## src/sv/sfpq_pkg.sv

```systemverilog
`default_nettype none

package sfpq_pkg;

  // Field widths of one transaction.
  localparam int unsigned CMD_W   = 2;
  localparam int unsigned ID_W    = 16;
  localparam int unsigned COST_W  = 32;
  localparam int unsigned COUNT_W = 7;

  // Stream payload widths, padded to whole bytes.
  localparam int unsigned IN_DATA_W  = 56;
  localparam int unsigned OUT_DATA_W = 64;

  // Register map.
  localparam int unsigned APB_ADDR_W = 3;
  localparam int unsigned APB_DATA_W = 32;
  localparam logic        REG_GOAL_ID = 1'b0;

  // Operation codes carried in the lowest bits of the input transaction.
  typedef enum logic [CMD_W-1:0] {
    CMD_PUSH  = 2'd0,
    CMD_POP   = 2'd1,
    CMD_ADD   = 2'd2,
    CMD_QUERY = 2'd3
  } cmd_e;

  // Sequencer states.
  typedef enum logic [1:0] {
    ST_IDLE,
    ST_EXEC,
    ST_REDUCE
  } state_e;

  // One frontier entry.
  typedef struct packed {
    logic [COST_W-1:0] cost;
    logic [ID_W-1:0]   id;
  } fq_entry_t;

  // Broadcast controls for the frontier cells.
  typedef struct packed {
    logic push;
    logic pop;
    logic query;
  } fc_ctrl_t;

  // Broadcast controls for the explored cells.
  typedef struct packed {
    logic add;
    logic query;
  } ec_ctrl_t;

endpackage

`default_nettype wire

```

## src/sv/sfpq_fcell.sv

```systemverilog
`default_nettype none

// One slot of the sorted frontier. On a push every slot compares its cost
// with the new cost at once; a slot holding a higher cost takes its left
// neighbor's entry, and the slot at the insertion point takes the new entry.
// On a pop every slot takes its right neighbor's entry.
module sfpq_fcell
  import sfpq_pkg::*;
(
  input  wire             clk_i,
  input  wire fc_ctrl_t   ctrl_i,
  input  wire fq_entry_t  new_i,
  input  wire logic       occ_i,
  input  wire logic       tail_i,
  input  wire fq_entry_t  left_i,
  input  wire logic       left_gt_i,
  input  wire fq_entry_t  right_i,
  output fq_entry_t       entry_o,
  output logic            gt_o,
  output logic            match_o
);

  fq_entry_t entry_q;
  logic      match_q;

  // Held entry is more expensive than the incoming one: it moves right.
  assign gt_o = occ_i && (entry_q.cost > new_i.cost);

  // Entry storage: shift right on push from the insertion point, left on pop.
  always_ff @(posedge clk_i) begin
    if (ctrl_i.push && (gt_o || tail_i)) begin
      entry_q <= left_gt_i ? left_i : new_i;
    end else if (ctrl_i.pop) begin
      entry_q <= right_i;
    end
  end

  // Membership hit, taken when a query is broadcast.
  always_ff @(posedge clk_i) begin
    if (ctrl_i.query) begin
      match_q <= occ_i && (entry_q.id == new_i.id);
    end
  end

  assign entry_o = entry_q;
  assign match_o = match_q;

endmodule

`default_nettype wire

```

## config.mk

```make
export PLATFORM = sky130hd
export DESIGN_NAME = sfpq_fcell
export DESIGN_NICKNAME = d
export VERILOG_FILES = /design/src/sv/sfpq_pkg.sv /design/src/sv/sfpq_fcell.sv
export SDC_FILE = /design/constraint.sdc
export NUM_CORES = 1
export LEC_CHECK = 0
export BUFFER_PORTS_ARGS = -buffer_cell sky130_fd_sc_hd__buf_4
export CORE_UTILIZATION = 41
export DETAILED_ROUTE_END_ITERATION = 10
export PLACE_DENSITY = 0.87
export SKIP_CTS_REPAIR_TIMING = 1
export SLEW_MARGIN = 40
export SYNTH_ARGS = -nofsm -noshare
export SYNTH_HDL_FRONTEND = slang
export SYNTH_SLANG_ARGS = --single-unit
```

## constraint.sdc

```tcl
create_clock -name clk_i -period 3.5 [get_ports clk_i]
set_input_delay 0.35 -clock clk_i [delete_from_list [all_inputs] [get_ports clk_i]]
set_output_delay 0.35 -clock clk_i [all_outputs]
set_load 0.01 [all_outputs]
```

==> key figures <==
Power and ir drop
  • Comb pwr share: 35.2%
  • Maximum vdd ir drop: 148 µV
  • Psw: a little under 500 µW
  • Pwr dens: between 300 and 400 nW/µm²
  • Leakage: ~0.0025 µW
  • Sequential power share: 45.5%
  • Sw frac: between 20% and 30%
  • Clk pwr share: 19.4%
  • Int Pwr: 1220 µW

Floorplan
  • Die Width: 95.5 µm
  • Initial Utilization: 42.9%
  • Ports: approximately 200
  • Placeable core area: roughly 8300 µm²
  • Die H: 95.5 µm
  • Site row count: 33
  • Die Area: around 9100 µm²

Timing
  • Worst slew pin tran: 746 ps
  • Tmin final: between 2000 and 3000 ps
  • Max Fclk: 348 MHz
  • Endpoints failing hold: 0
  • Slew Viols, Final: 0
  • Period utilization: 82.1%
  • Setup tns final: 0 ps
  • Setup Viol. Count Final: 0
  • RSZ-0062 raised after global routing: false
  • Slew Limit Headroom: 50.3%
  • Clock Skew: 6.83 ps

Final layout
  • Fin area: 5270 µm²
  • Layout cells sized above 1: 52.5%
  • Layout fillers: about 700
  • Final nets: 708
  • Ant. Diodes: 0
  • Area Overhead vs Synth: 47.1%
  • Fin util: 63.1%

CTS
  • Num Clock Sinks: 49
  • CTS Buf Count: 5
  • CTS root buffer: clkbuf_8
  • CTS tree: done
  • H-tree depth: 2
  • Clk_lat worst skew: 300 ps
  • Reg clk slew, reported paths: 90 ps
  • Clk buf depth: 2

Setup path
  • Worst Path Arrival: 2930 ps
  • Max FO, Critical Path: 25
  • R2r setup slk: roughly 630 ps
  • Critical-path cell list: ha_1, a21oi_1, o21ai_0, a221o_1, o31a_1, o41a_2, buf_4, mux2_2
  • Critical path class: register to register
  • R2R Path End: entry_o[30]
  • Startpoint Class: register
  • Max stage delay on crit path: approximately 400 ps
  • R2R Path Start: entry_o[23]
  • WP data required: 3560 ps
  • Critical Path Sink Type: register
  • Crit path max-delay cell type: edfxtp_1
  • R2R cell count: 8

GRT
  • Met1 Use GR: 22.7%
  • Grt met3 use: 3.83%
  • GR Overflow Total: 0
  • First-pass GRT wire length: 14700 µm
  • Global routing usage on met2: 40.8%
  • Vias in the first global route: approximately 3200
  • Global Route Usage Sum: 20.9%
  • Pin count of the biggest net entering global routing: 80
  • Initial antenna violation count: 0
  • GRT busiest layer: met2

Synth
  • Synth warn: 0
  • Netlist Area Pre-Place: 3580 µm²
  • Syn nets: about 500
  • Async SR Flop Fraction: 0%
  • Post-Synthesis Cells: 328
  • Post-synth top area share: 41.1%
  • Number of flops mapped to enable cells by yosys: roughly 50
  • Main flop type after synthesis: edfxtp_1
  • Number of distinct library cells after synthesis: 30
  • Area contributors post-synth: edfxtp_1 41%, mux2_2 18%, ha_1 11%
  • Sequential share of the synthesized area: a little over 40%
  • Synth area leader: edfxtp_1
  • Mean Syn Cell Area: 10.9 µm²
  • Flops & latches, synth: a little under 50

Flow run
  • Max-cap violations: 0

Detailed routing
  • DRT Pass-1 Iters: 4
  • Post-DRT Antenna Nets: 0
  • Via density per instance: between 5 and 6
  • Post-DR wirelength/cell: between 15 and 20 µm
  • Final wirelength: 9940 µm
  • Via count: 3214
  • DRC: 0
  • DR iter-0 viols: 84

Placed design
  • Placed cell area: 5190 µm²
  • Port Buffers: 200
  • HPWL after DPL: 8050 µm
  • GPL Wtd Cong: 0.804

Worst hold path
  • Hold Crit Start: ctrl_i[0]
  • Hold Crit Endpoint: match_o
  • Min-Delay Path Depth: 1
  • Tightest Hold Check Type: input pin to register

Status
  • Outcome: completed
-- worst max-delay path: cells and delay by family (launching register included) --
kind,cells,cell delay (ps)
AO/OA/AOI/OAI,5,1320
flip-flops,1,410
adder cells (fa/ha/maj),1,320
buffers and inverters,1,260
multiplexers,1,310
-- logic make-up (layout without fill, tap and decap cells) --
kind of cell | after synthesis | count (layout) | share of synthesized area, %
AO/OA/AOI/OAI | 58 | 58 | 9.33
AND/OR/NAND/NOR | 61 | 61 | 7.65
flip-flops | 49 | 49 | 41.1
adder cells (fa/ha/maj) | 32 | 32 | 11.2
multiplexers | 65 | 65 | 21.4
buffers and inverters | 47 | 245 | 5.45
XOR/XNOR | 16 | 16 | 3.91
-- cell usage in the layout (no fill, tap or decap), drive strengths merged --
cell type / netlist / routed
inv: 33 / 33
nand4: 9 / 9
o211ai: 1 / 1
nor3: 2 / 2
mux2: 65 / 65
a221oi: 1 / 1
clkbuf: 9 / 8
nand2: 36 / 36
buf: 5 / 204
a21o: 2 / 2
nor2: 4 / 4
a2111oi: 1 / 1
nand3: 4 / 4
xor2: 16 / 16
a221o: 1 / 1
o21ai: 33 / 33
o21a: 1 / 1
ha: 32 / 32
a21oi: 12 / 12
nor4: 4 / 4
o41ai: 1 / 1
o31a: 2 / 2
o41a: 1 / 1
or2: 1 / 1
a211oi: 1 / 1
nor2b: 1 / 1
a31oi: 1 / 1
edfxtp: 49 / 49
-- power groups by stage --
| stage | sequential, µW | combinational (µW) | clock, µW |
|---|---|---|---|
| finish | 775 | 600 | 330 |
| global route | 782 | 656 | 354 |
| CTS | 776 | 605 | 336 |
| detailed placement | 789 | 603 | 0 |
| global placement | 785 | 583 | 0 |
| floorplan | 813 | 270 | 0 |
-- metrics by stage --
stage | power [µW] | worst slack (ps) | instances | hold slack [ps]
floorplan | 1080 | 25.2 | 328 | 462
global placement | 1370 | 620 | 623 | 548
detailed placement | 1390 | 556 | 623 | 551
CTS | 1720 | 620 | 631 | 234
global route | 1790 | 460 | 631 | 231
finish | 1710 | 628 | 631 | 239
-- layer usage --
metal / routed length (µm) / share of wire, % / up-vias
met1: 3790 / 38 / 1481
met3: 699 / 7.0 / 11
li1: - / - / 1592
met4: 126 / 1.3 / 0
met2: 5320 / 54 / 130
met5: 0 / 0 / -
-- registers in the layout (all words and copies together), names as in the netlist --
register and count:
match_o 1, entry_o 48
-- how the worst max path moves through the flow --
stage                      from     endpoint  slack (ps)  cells past startpoint
finish              entry_o[23]  entry_o[30]         630                      8
floorplan           entry_o[17]   entry_o[0]          30                      9
CTS                 entry_o[30]  entry_o[12]         620                      8
global route        entry_o[46]   entry_o[0]         460                      7
global placement      new_i[23]  entry_o[15]         620                     10
detailed placement    new_i[23]  entry_o[12]         560                     10
-- area by class of cell --
class | count | area [µm²] | area share, %
clock buffers | 8 | 80.1 | 1.52
inverters | 33 | 124 | 2.35
multi-input cells | 232 | 1920 | 36.4
flip-flops and latches | 49 | 1470 | 27.9
well taps | 105 | 131 | 2.49
repair buffers | 204 | 1540 | 29.3
-- Yosys cell counts, types with 3 or more instances --
library cell	number
nand3_1	4
nor2_1	4
nor4_1	4
xor2_1	16
mux2_2	56
o21ai_0	33
nand4_1	9
clkbuf_1	9
a21oi_1	12
edfxtp_1	49
inv_1	33
buf_2	3
ha_1	32
nand2_1	36
mux2_4	9
No activity file was read; power rests on OpenSTA's default activity.
