`src/sv/sfpq_pkg.sv`:
```
`default_nettype none

package sfpq_pkg;

  // Field widths of one transaction.
  localparam int unsigned CMD_W   = 2;
  localparam int unsigned ID_W    = 16;
  localparam int unsigned COST_W  = 32;
  localparam int unsigned COUNT_W = 7;

  // Stream payload widths, padded to whole bytes.
  localparam int unsigned IN_DATA_W  = 56;
  localparam int unsigned OUT_DATA_W = 64;

  // Register map.
  localparam int unsigned APB_ADDR_W = 3;
  localparam int unsigned APB_DATA_W = 32;
  localparam logic        REG_GOAL_ID = 1'b0;

  // Operation codes carried in the lowest bits of the input transaction.
  typedef enum logic [CMD_W-1:0] {
    CMD_PUSH  = 2'd0,
    CMD_POP   = 2'd1,
    CMD_ADD   = 2'd2,
    CMD_QUERY = 2'd3
  } cmd_e;

  // Sequencer states.
  typedef enum logic [1:0] {
    ST_IDLE,
    ST_EXEC,
    ST_REDUCE
  } state_e;

  // One frontier entry.
  typedef struct packed {
    logic [COST_W-1:0] cost;
    logic [ID_W-1:0]   id;
  } fq_entry_t;

  // Broadcast controls for the frontier cells.
  typedef struct packed {
    logic push;
    logic pop;
    logic query;
  } fc_ctrl_t;

  // Broadcast controls for the explored cells.
  typedef struct packed {
    logic add;
    logic query;
  } ec_ctrl_t;

endpackage

`default_nettype wire

```
`src/sv/sfpq_ecell.sv`:
```
`default_nettype none

// One slot of the explored set. New ids enter at the first slot and the
// whole row moves one place on each add; order does not matter for lookup.
module sfpq_ecell
  import sfpq_pkg::*;
(
  input  wire             clk_i,
  input  wire ec_ctrl_t   ctrl_i,
  input  wire [ID_W-1:0]  key_i,
  input  wire logic       occ_i,
  input  wire [ID_W-1:0]  left_i,
  output logic [ID_W-1:0] id_o,
  output logic            match_o
);

  logic [ID_W-1:0] id_q;
  logic            match_q;

  // Shift one place on each add.
  always_ff @(posedge clk_i) begin
    if (ctrl_i.add) begin
      id_q <= left_i;
    end
  end

  // Membership hit, taken when a query is broadcast.
  always_ff @(posedge clk_i) begin
    if (ctrl_i.query) begin
      match_q <= occ_i && (id_q == key_i);
    end
  end

  assign id_o    = id_q;
  assign match_o = match_q;

endmodule

`default_nettype wire

```
`config.mk`:
```
export PLATFORM = sky130hd
export DESIGN_NAME = sfpq_ecell
export DESIGN_NICKNAME = d
export VERILOG_FILES = /design/src/sv/sfpq_pkg.sv /design/src/sv/sfpq_ecell.sv
export SDC_FILE = /design/constraint.sdc
export NUM_CORES = 1
export LEC_CHECK = 0
export ABC_CLOCK_PERIOD_IN_PS = 1700
export BUFFER_PORTS_ARGS = -buffer_cell sky130_fd_sc_hd__buf_2
export CAP_MARGIN = 10
export CORE_ASPECT_RATIO = 0.8
export CORE_MARGIN = 3
export CORE_UTILIZATION = 38
export DETAILED_ROUTE_END_ITERATION = 8
export GPL_TIMING_DRIVEN = 0
export PLACE_DENSITY_LB_ADDON = 0.2
export RECOVER_POWER = 25
export SLEW_MARGIN = 20
export SYNTH_ARGS = -nofsm -noshare
export SYNTH_HDL_FRONTEND = slang
export SYNTH_SLANG_ARGS = --single-unit
```
`constraint.sdc`:
```
create_clock -name clk_i -period 1.7 [get_ports clk_i]
set_input_delay 0.255 -clock clk_i [delete_from_list [all_inputs] [get_ports clk_i]]
set_output_delay 0.255 -clock clk_i [all_outputs]
set_load 0.02 [all_outputs]
```
==> flow_summary_export.csv, run 1 <==
group,metric,value,unit
run_status,run_status,"finished, final reports clean",
min_path,holdPathEnd,"id_o[13]",
timing,relSlewSlack,77.72,%
die,die_x,53.71,um
critical_path,path_max_fanout,2,
logic_synthesis,syn_avg_cell_area,17.74,um^2
routing,vias,513,
final_layout,layout-drive-gt1-share,58.95,%
min_path,min_path_type,"input port to flip-flop",
clock_network,insertion_delay,270,ps
power_and_ir_drop,power,871.0,uW
grt,grt_pass1_wl,1711,um
final_layout,antenna_cells,0,
final_layout,final_util,60.04,%
critical_path,cp.required,1810,ps
die,dieArea,2372,um^2
timing,tightestPinTransition,334.2,ps
routing,drt-total-wl,1223,um
critical_path,r2r_slack,250,ps
clock_network,clk_path_buf_depth,2,
final_layout,multiInputGateArea,181.4,um^2
critical_path,cpPeakStageDelay,400,ps
grt,grt_pass1_vias,455,
grt,grt_overflow,0,
die,core-area,1675,um^2
die,pin_count,53,
clock_network,cts-resized-gates,0,
power_and_ir_drop,vdd_ir_drop_max,659.7,uV
power_and_ir_drop,power_density,865.8,nW/um^2
logic_synthesis,yosys.area.top_type,"edfxtp_1",
place,port_buffers,52,
critical_path,r2r-start,"id_o[14]",
grt,grt_max_degree,17,
clock_network,cts_buffers,3,
die,die_y,44.17,um
grt,track_usage,10.06,%
final_layout,area_growth,45.39,%
routing,wl_per_cell,10.45,um
clock_network,htreeDepth,1,
place,gp_congestion,0.7203,
routing,drt_first_pass_iters,4,
clock_network,cts.hold.buffers_added,0,
critical_path,start_kind,"flip-flop",
logic_synthesis,syn_inst,39,
min_path,hold_depth,1,
logic_synthesis,synth_nets,75,
logic_synthesis,synth_top_area_share,73.78,%
clock_network,cts_tree,"yes",
critical_path,end_kind,"flip-flop",
logic_synthesis,ys_warn_count,0,
critical_path,r2r-end,"match_o",
routing,viasPerCell,4.385,
critical_path,worstPathCellList,"xor2_1 > nor4_1 > nand4_1 > nor4_2",
run,cap_violations,0,
critical_path,cp.arrival,1550,ps
routing,drtIter0Drc,3,
timing,finalCritPeriodShare,85.03,%
final_layout,seq_area,510.5,um^2
grt,grt_antenna_before_repair,0,
timing,fmax,691.8,MHz
power_and_ir_drop,power_leakage,0.4335,nW
timing,tns,0,ps
clock_network,post_cts_buffers,0,
timing,finalSetupViolCount,0,
logic_synthesis,ys_types,7,
timing,finalClockSkew,2.143,ps
clock_network,clk_pin_slew,80,ps
die,num_rows,13,
timing,finalMaxSlewViolations,0,
die,initial_core_util,41.30,%
final_layout,fillers,136,
routing,ant_nets,0,
timing,hold_violations,0,
logic_synthesis,ys_top_cells_by_area,"edfxtp_1 (74%), xnor2_1 (15%), xor2_1 (5.1%), nand4_1 (2.7%), nor4_2 (1.8%)",
timing,period_needed,1446,ps
logic_synthesis,synth_seq_cells,17,
logic_synthesis,synth_area,691.9,um^2
clock_network,root_buffer,"clkbuf_4",
logic_synthesis,yosysSeqAreaShare,73.78,%
critical_path,slowest_stage,"edfxtp_1",
critical_path,reg2reg_depth,4,
critical_path,criticalPathCategory,"flip-flop to flip-flop",
timing,rsz0062_at_grt,"false",
min_path,min_from,"left_i[13]",
clock_network,clock_sinks,17,
final_layout,nNetsFinal,132,
routing,drc_errors,0,
## routing by layer
metal	share of wire (%)	global-route usage (%)
met1	35	8.850
met2	56	20.77
met3	9.1	5.051
met4	0	0
met5	0	0
## layout by cell type, fill, tap and decap left out
master,instances
edfxtp_1,17
nand4_1,3
nor4_2,1
xor2_1,4
xnor2_1,12
clkbuf_1,1
buf_2,52
nand2_1,1
clkbuf_4,3
nor4_1,1
## worst max-delay path by stage
stage	start	to	slack, ps	cells past startpoint
final	id_o[14]	match_o	250	4
after global routing	id_o[14]	match_o	140	4
after global placement	id_o[14]	match_o	250	4
after CTS	id_o[14]	match_o	230	4
after floorplan	id_o[14]	match_o	290	4
after detailed placement	id_o[14]	match_o	240	4
## through the flow
| step | cells | area (um^2) | hold WS (ps) | setup slack, ps |
|---|---|---|---|---|
| after floorplan | 39 | 691.9 | 353.9 | 292.4 |
| after global placement | 113 | 979.7 | 432.0 | 246.7 |
| after detailed placement | 113 | 979.7 | 433.1 | 241.5 |
| after CTS | 117 | 1006 | 138.4 | 225.6 |
| after global routing | 117 | 1006 | 131.5 | 137.6 |
| final | 117 | 1006 | 149.6 | 254.4 |
## cell usage after synthesis
| cell | instances |
|---|---|
| nor4_1 | 1 |
| nand2_1 | 1 |
| xor2_1 | 4 |
| edfxtp_1 | 17 |
| xnor2_1 | 12 |
| nor4_2 | 1 |
| nand4_1 | 3 |
## kinds of logic (layout without fill, tap and decap cells)
kind of cell | after synthesis | count (layout) | synth area share, %
flip-flops | 17 | 17 | 73.78
buffers and inverters | 0 | 56 | 0
XOR/XNOR | 16 | 16 | 20.25
AND/OR/NAND/NOR | 6 | 6 | 5.968
## worst max-delay path: cells and delay by family (launching register included)
kind | cells | cell delay, ps
AND/OR/NAND/NOR | 3 | 730
XOR/XNOR | 1 | 150
flip-flops | 1 | 400
## state kept, by name (all words and copies together) (netlist names)
signal	cells
id_o	16
match_o	1
## layout make-up
type,instances,area share [%]
Tap cell,22,2.736
Timing Repair Buffer,52,25.87
Multi-Input combinational cell,22,18.03
Clock buffer,4,2.612
Sequential cell,17,50.75
## where the power goes
part / internal (mW) / total (mW) / switching, mW
clock network: 0.0909 / 0.193 / 0.102
registers: 0.497 / 0.515 / 0.0182
logic: 0.0776 / 0.162 / 0.0848
total: 0.666 / 0.871 / 0.205
(Power assumes the default switching activity.)
==> run 2: changes to the inputs <==
Settings changed: ABC_CLOCK_PERIOD_IN_PS 1700 to 1200, CORE_UTILIZATION 38 to 34.
Clock period 1.7 ns to 1.2 ns, I/O delays scaled along.
==> flow_summary_export.csv, run 2 (synthesis results as in run 1) <==
group,metric,value,unit
timing,finalMaxSlewViolations,0,
grt,grt_pass1_vias,500,
run,cap_violations,0,
die,core-area,1773,um^2
place,gp_congestion,0.6710,
critical_path,start_kind,"flip-flop",
timing,hold_ws,60.19,ps
final_layout,final_area,1013,um^2
place,place_area,979.7,um^2
clock_network,clock_sinks,17,
grt,grt_antenna_before_repair,0,
timing,finalCritPeriodShare,107.8,%
routing,drtIter0Drc,8,
clock_network,cts_tree,"yes",
routing,drt-total-wl,1348,um
run_status,violations,"negative setup slack",
clock_network,cts.hold.buffers_added,0,
die,dieArea,2616,um^2
timing,period_needed,1293,ps
grt,grt_pass1_wl,1987,um
final_layout,antenna_cells,0,
routing,drt_first_pass_iters,2,
clock_network,clk_path_buf_depth,2,
timing,tightestPinTransition,356.8,ps
power_and_ir_drop,p_clk_share,23.4,%
run_status,run_status,"finished, violations left",
timing,hold_violations,0,
timing,relSlewSlack,76.21,%
power_and_ir_drop,power_frac_comb,18.6,%
final_layout,area_growth,46.47,%
grt,track_usage,10.54,%
die,initial_core_util,39.03,%
power_and_ir_drop,power_switching,320.8,uW
place,port_buffers,52,
place,pre_cts_slack,-156.2,ps
routing,drc_errors,0,
clock_network,root_buffer,"clkbuf_4",
clock_network,clk_pin_slew,100,ps
power_and_ir_drop,vdd_ir_drop_max,942.2,uV
die,die_x,56.44,um
die,die_y,46.35,um
die,pin_count,53,
critical_path,cp.required,1310,ps
routing,ant_nets,0,
power_and_ir_drop,power_density,1243,nW/um^2
die,num_rows,13,
timing,fmax,773.1,MHz
power_and_ir_drop,seq_power_share,58.0,%
power_and_ir_drop,internal_power,939.1,uW
final_layout,nNetsFinal,132,
grt,grt_max_degree,17,
critical_path,end_kind,"flip-flop",
place,hpwl,1143,um
routing,vias,507,
power_and_ir_drop,swShare,25.46,%
clock_network,post_cts_buffers,0,
critical_path,cp.arrival,1410,ps
power_and_ir_drop,power_leakage,0.4367,nW
grt,grt_overflow,0,
timing,finalClockSkew,9.415,ps
clock_network,htreeDepth,1,
critical_path,path_max_fanout,2,
final_layout,layout-drive-gt1-share,61.05,%
timing,rsz0062_at_grt,"true",
final_layout,final_cell_mix,"buf_2 (52), edfxtp_1 (17), xnor2_1 (12)",
clock_network,cts_buffers,3,
clock_network,insertion_delay,290,ps
final_layout,final_common_cell,"buf_2",
routing,viasPerCell,4.333,
timing,fin_ws,-93.47,ps
routing,wl_per_cell,11.52,um
critical_path,criticalPathCategory,"flip-flop to flip-flop",
timing,finalSetupViolCount,1,
min_path,min_path_type,"input port to flip-flop",
final_layout,largest_register_ffs,16,
## run 2: changes by cell type in the layout (fill, tap and decap cells not counted)
cell,change
clkbuf_1,-1
clkinv_2,+1
nor4_1,-1
nor4_2,+1
## run 2: per-stage QoR
stage / TNS, ps / instances / power [mW] / utilization (%)
floorplan: -142.3 / 39 / 0.8616 / -
global placement: -139.9 / 113 / 0.9758 / 55.26
detailed placement: -156.2 / 113 / 0.9798 / 55.26
CTS: -164.4 / 117 / 1.276 / 56.81
global route: -245.2 / 117 / 1.325 / 57.16
finish: -93.47 / 117 / 1.260 / 57.16
## run 2: what timing repair did
action / 4_1_cts / 5_1_grt
gates resized for setup: 0 / 1
pin swaps: 1 / 1
setup endpoints to repair: 1 / 1
## run 2: power by group through the flow
stage,Combinational [mW],Clock (mW),Sequential (mW)
floorplan,0.0587,0,0.803
global placement,0.232,0,0.744
detailed placement,0.234,0,0.745
CTS,0.235,0.310,0.732
global route,0.251,0.336,0.738
finish,0.235,0.295,0.730
## run 2: worst max-delay path, stage by stage (launching register included)
cell and delay, ps:
edfxtp_1 400, xor2_1 160, nor4_2 280, nand4_1 140, nor4_2 140
## run 2: worst paths after layout
kind,slack (ps),depth (start not counted),end,startpoint
max,-90,4,match_o,id_o[14]
min,60,1,id_o[12],left_i[12]
max reg2reg,-90,4,match_o,id_o[14]
min reg2reg,710,3,match_o,id_o[8]
## run 2: final cells by class
type / instances / area, um^2
Clock inverter: 1 / 5.005
Timing Repair Buffer: 52 / 260.3
Clock buffer: 3 / 22.52
Fill cell: 164 / 759.5
Sequential cell: 17 / 510.5
Multi-Input combinational cell: 22 / 187.7
Tap cell: 22 / 27.53
## run 2: per-layer routing
layer  GRT usage (%)  wire length [um]
met1           9.457               450
met2           21.20               731
met3           6.162               166
met4           1.422                 0
met5               0                 0
==> run 3: changes to the inputs <==
Settings changed: ABC_AREA set to 1, ABC_CLOCK_PERIOD_IN_PS 1200 to 1480, CORE_UTILIZATION 34 to 40.
Clock period 1.2 ns to 1.48 ns, I/O delays scaled along.
==> flow_summary_export.csv, run 3 <==
group,metric,value,unit
critical_path,crit_family,"flip-flops",
final_layout,fillers,173,
place,pre_cts_slack,387.1,ps
final_layout,multiInputGateArea,220.2,um^2
min_path,hold_depth,1,
logic_synthesis,yosys.area.top_type,"edfxtp_1",
timing,rsz0062_at_grt,"false",
timing,relSlewSlack,76.41,%
routing,viasPerCell,4.378,
timing,fmax,881.7,MHz
clock_network,clk_path_buf_depth,2,
final_layout,nNetsFinal,179,
critical_path,critPathBufInv,1,
die,die_y,46.05,um
grt,grt_pass1_vias,682,
timing,finalMaxSlewViolations,0,
logic_synthesis,synthXorXnorAreaFrac,3.276,%
critical_path,worstPathCellList,"buf_2",
final_layout,area_growth,39.63,%
critical_path,start_kind,"flip-flop",
place,port_buffers,52,
critical_path,cp_num_cells,1,
clock_network,cts_buffers,3,
critical_path,path_max_fanout,2,
die,initial_core_util,45.66,%
die,num_rows,13,
final_layout,layout-drive-gt1-share,42.25,%
grt,grt_antenna_before_repair,0,
timing,tns,0,ps
critical_path,reg2reg_depth,7,
logic_synthesis,yosysSeqAreaShare,63.65,%
clock_network,clk_pin_slew,110,ps
routing,ant_nets,0,
routing,wl_per_cell,9.963,um
grt,track_usage,13.98,%
min_path,min_path_type,"input port to flip-flop",
clock_network,cts.hold.buffers_added,0,
die,core-area,1757,um^2
logic_synthesis,ys_top_cells_by_area,"edfxtp_1 (64%), nand2_1 (15%), inv_1 (8.0%), nor2_1 (4.2%), xor2_1 (3.3%)",
power_and_ir_drop,power_density,947.7,nW/um^2
run_status,run_status,"finished, final reports clean",
logic_synthesis,synth_compound_area_share,2.808,%
clock_network,post_cts_buffers,0,
clock_network,clock_sinks,17,
final_layout,final_common_cell,"buf_2",
die,dieArea,2582,um^2
timing,tightestPinTransition,353.8,ps
grt,grt_pass1_wl,2670,um
timing,finalClockSkew,10.29,ps
final_layout,final_cell_mix,"buf_2 (52), nand2_1 (31), inv_1 (17), edfxtp_1 (17), nor2_1 (9)",
logic_synthesis,synthSimpleGateAreaFrac,21.37,%
logic_synthesis,syn_avg_cell_area,9.326,um^2
clock_network,htreeDepth,1,
logic_synthesis,syn_inst,86,
critical_path,slowest_stage,"edfxtp_1",
clock_network,root_buffer,"clkbuf_4",
final_layout,largest_register_ffs,16,
routing,vias,718,
logic_synthesis,synth_nets,122,
grt,grt_overflow,0,
critical_path,criticalPathCategory,"flip-flop to output port",
timing,finalSetupViolCount,0,
logic_synthesis,ys_warn_count,0,
power_and_ir_drop,power_leakage,0.6047,nW
run,cap_violations,0,
routing,drt-total-wl,1634,um
clock_network,insertion_delay,300,ps
final_layout,antenna_cells,0,
logic_synthesis,synth_top_area_share,63.65,%
timing,finalCritPeriodShare,76.64,%
timing,fin_ws,345.8,ps
final_layout,seq_area,510.5,um^2
critical_path,cp.arrival,910,ps
logic_synthesis,ys_top_cells_by_count,"nand2_1 (31), edfxtp_1 (17), inv_1 (17)",
place,gp_congestion,0.7709,
routing,drtIter0Drc,15,
timing,hold_violations,0,
logic_synthesis,synth_edf_count,17,
logic_synthesis,async_flop_share,0,%
die,die_x,56.07,um
power_and_ir_drop,vdd_ir_drop_max,664.8,uV
clock_network,cts-resized-gates,0,
timing,period_needed,1134,ps
logic_synthesis,ys.flop_type,"edfxtp_1",
logic_synthesis,synth.most_common_cell,"nand2_1",
logic_synthesis,ys_types,12,
routing,drc_errors,0,
place,hpwl,1351,um
logic_synthesis,synth_area,802.0,um^2
logic_synthesis,synth_top_family_by_area,"simple AND/OR/NAND/NOR gates",
logic_synthesis,synth_fa_ha_area_share,0,%
logic_synthesis,synth_seq_cells,17,
logic_synthesis,synth.area.mux_share,0,%
routing,drt_first_pass_iters,4,
critical_path,end_kind,"output port",
clock_network,cts_tree,"yes",
grt,grt_max_degree,17,
critical_path,cpPeakStageDelay,430,ps
critical_path,cp.required,1260,ps
die,pin_count,53,
## run 3: routing by layer
metal | up-vias | track usage (%) | routed length, um
met5 | - | 0 | 0
met4 | 0 | 6.161 | 8
met3 | 2 | 7.563 | 228
met2 | 38 | 23.08 | 750
met1 | 300 | 15.28 | 647
li1 | 378 | - | -
## run 3: logic make-up (layout without fill, tap and decap cells)
group	Yosys count	count (layout)
buffers and inverters	19	75
and+or+nand+nor	43	43
AOI/OAI and AO/OA	4	4
DFF	17	17
xor gates and xnor gates	3	3
## run 3: through the flow
| step | hold WS [ps] | cells | power, mW | util (%) | cell area [um^2] |
|---|---|---|---|---|---|
| floorplan | 320.9 | 86 | 0.7122 | - | 802.0 |
| global placement | 398.4 | 160 | 0.8059 | 62.04 | 1090 |
| detailed placement | 400.1 | 160 | 0.8133 | 62.04 | 1090 |
| CTS | 76.40 | 164 | 1.071 | 63.75 | 1120 |
| global route | 68.14 | 164 | 1.114 | 63.75 | 1120 |
| finish | 84.51 | 164 | 1.061 | 63.75 | 1120 |
## run 3: path summary, 6_finish.rpt
| kind | from | to | slack [ps] |
|---|---|---|---|
| min | left_i[7] | id_o[7] | 80 |
| max | id_o[0] | id_o[0] | 350 |
| min reg2reg | id_o[3] | match_o | 810 |
| max reg2reg | id_o[7] | match_o | 360 |
## run 3: area by class of cell
class	instances	share of cell area (%)
Inverter	19	6.369
Clock buffer	3	2.011
Sequential cell	17	45.59
Timing Repair Buffer	52	23.24
Multi-Input combinational cell	50	19.66
Tap cell	22	2.458
Clock inverter	1	0.6704
## run 3: power breakdown
part / switching [mW] / internal (mW)
combinational: 0.120 / 0.0857
clock: 0.159 / 0.103
sequential: 0.0221 / 0.571
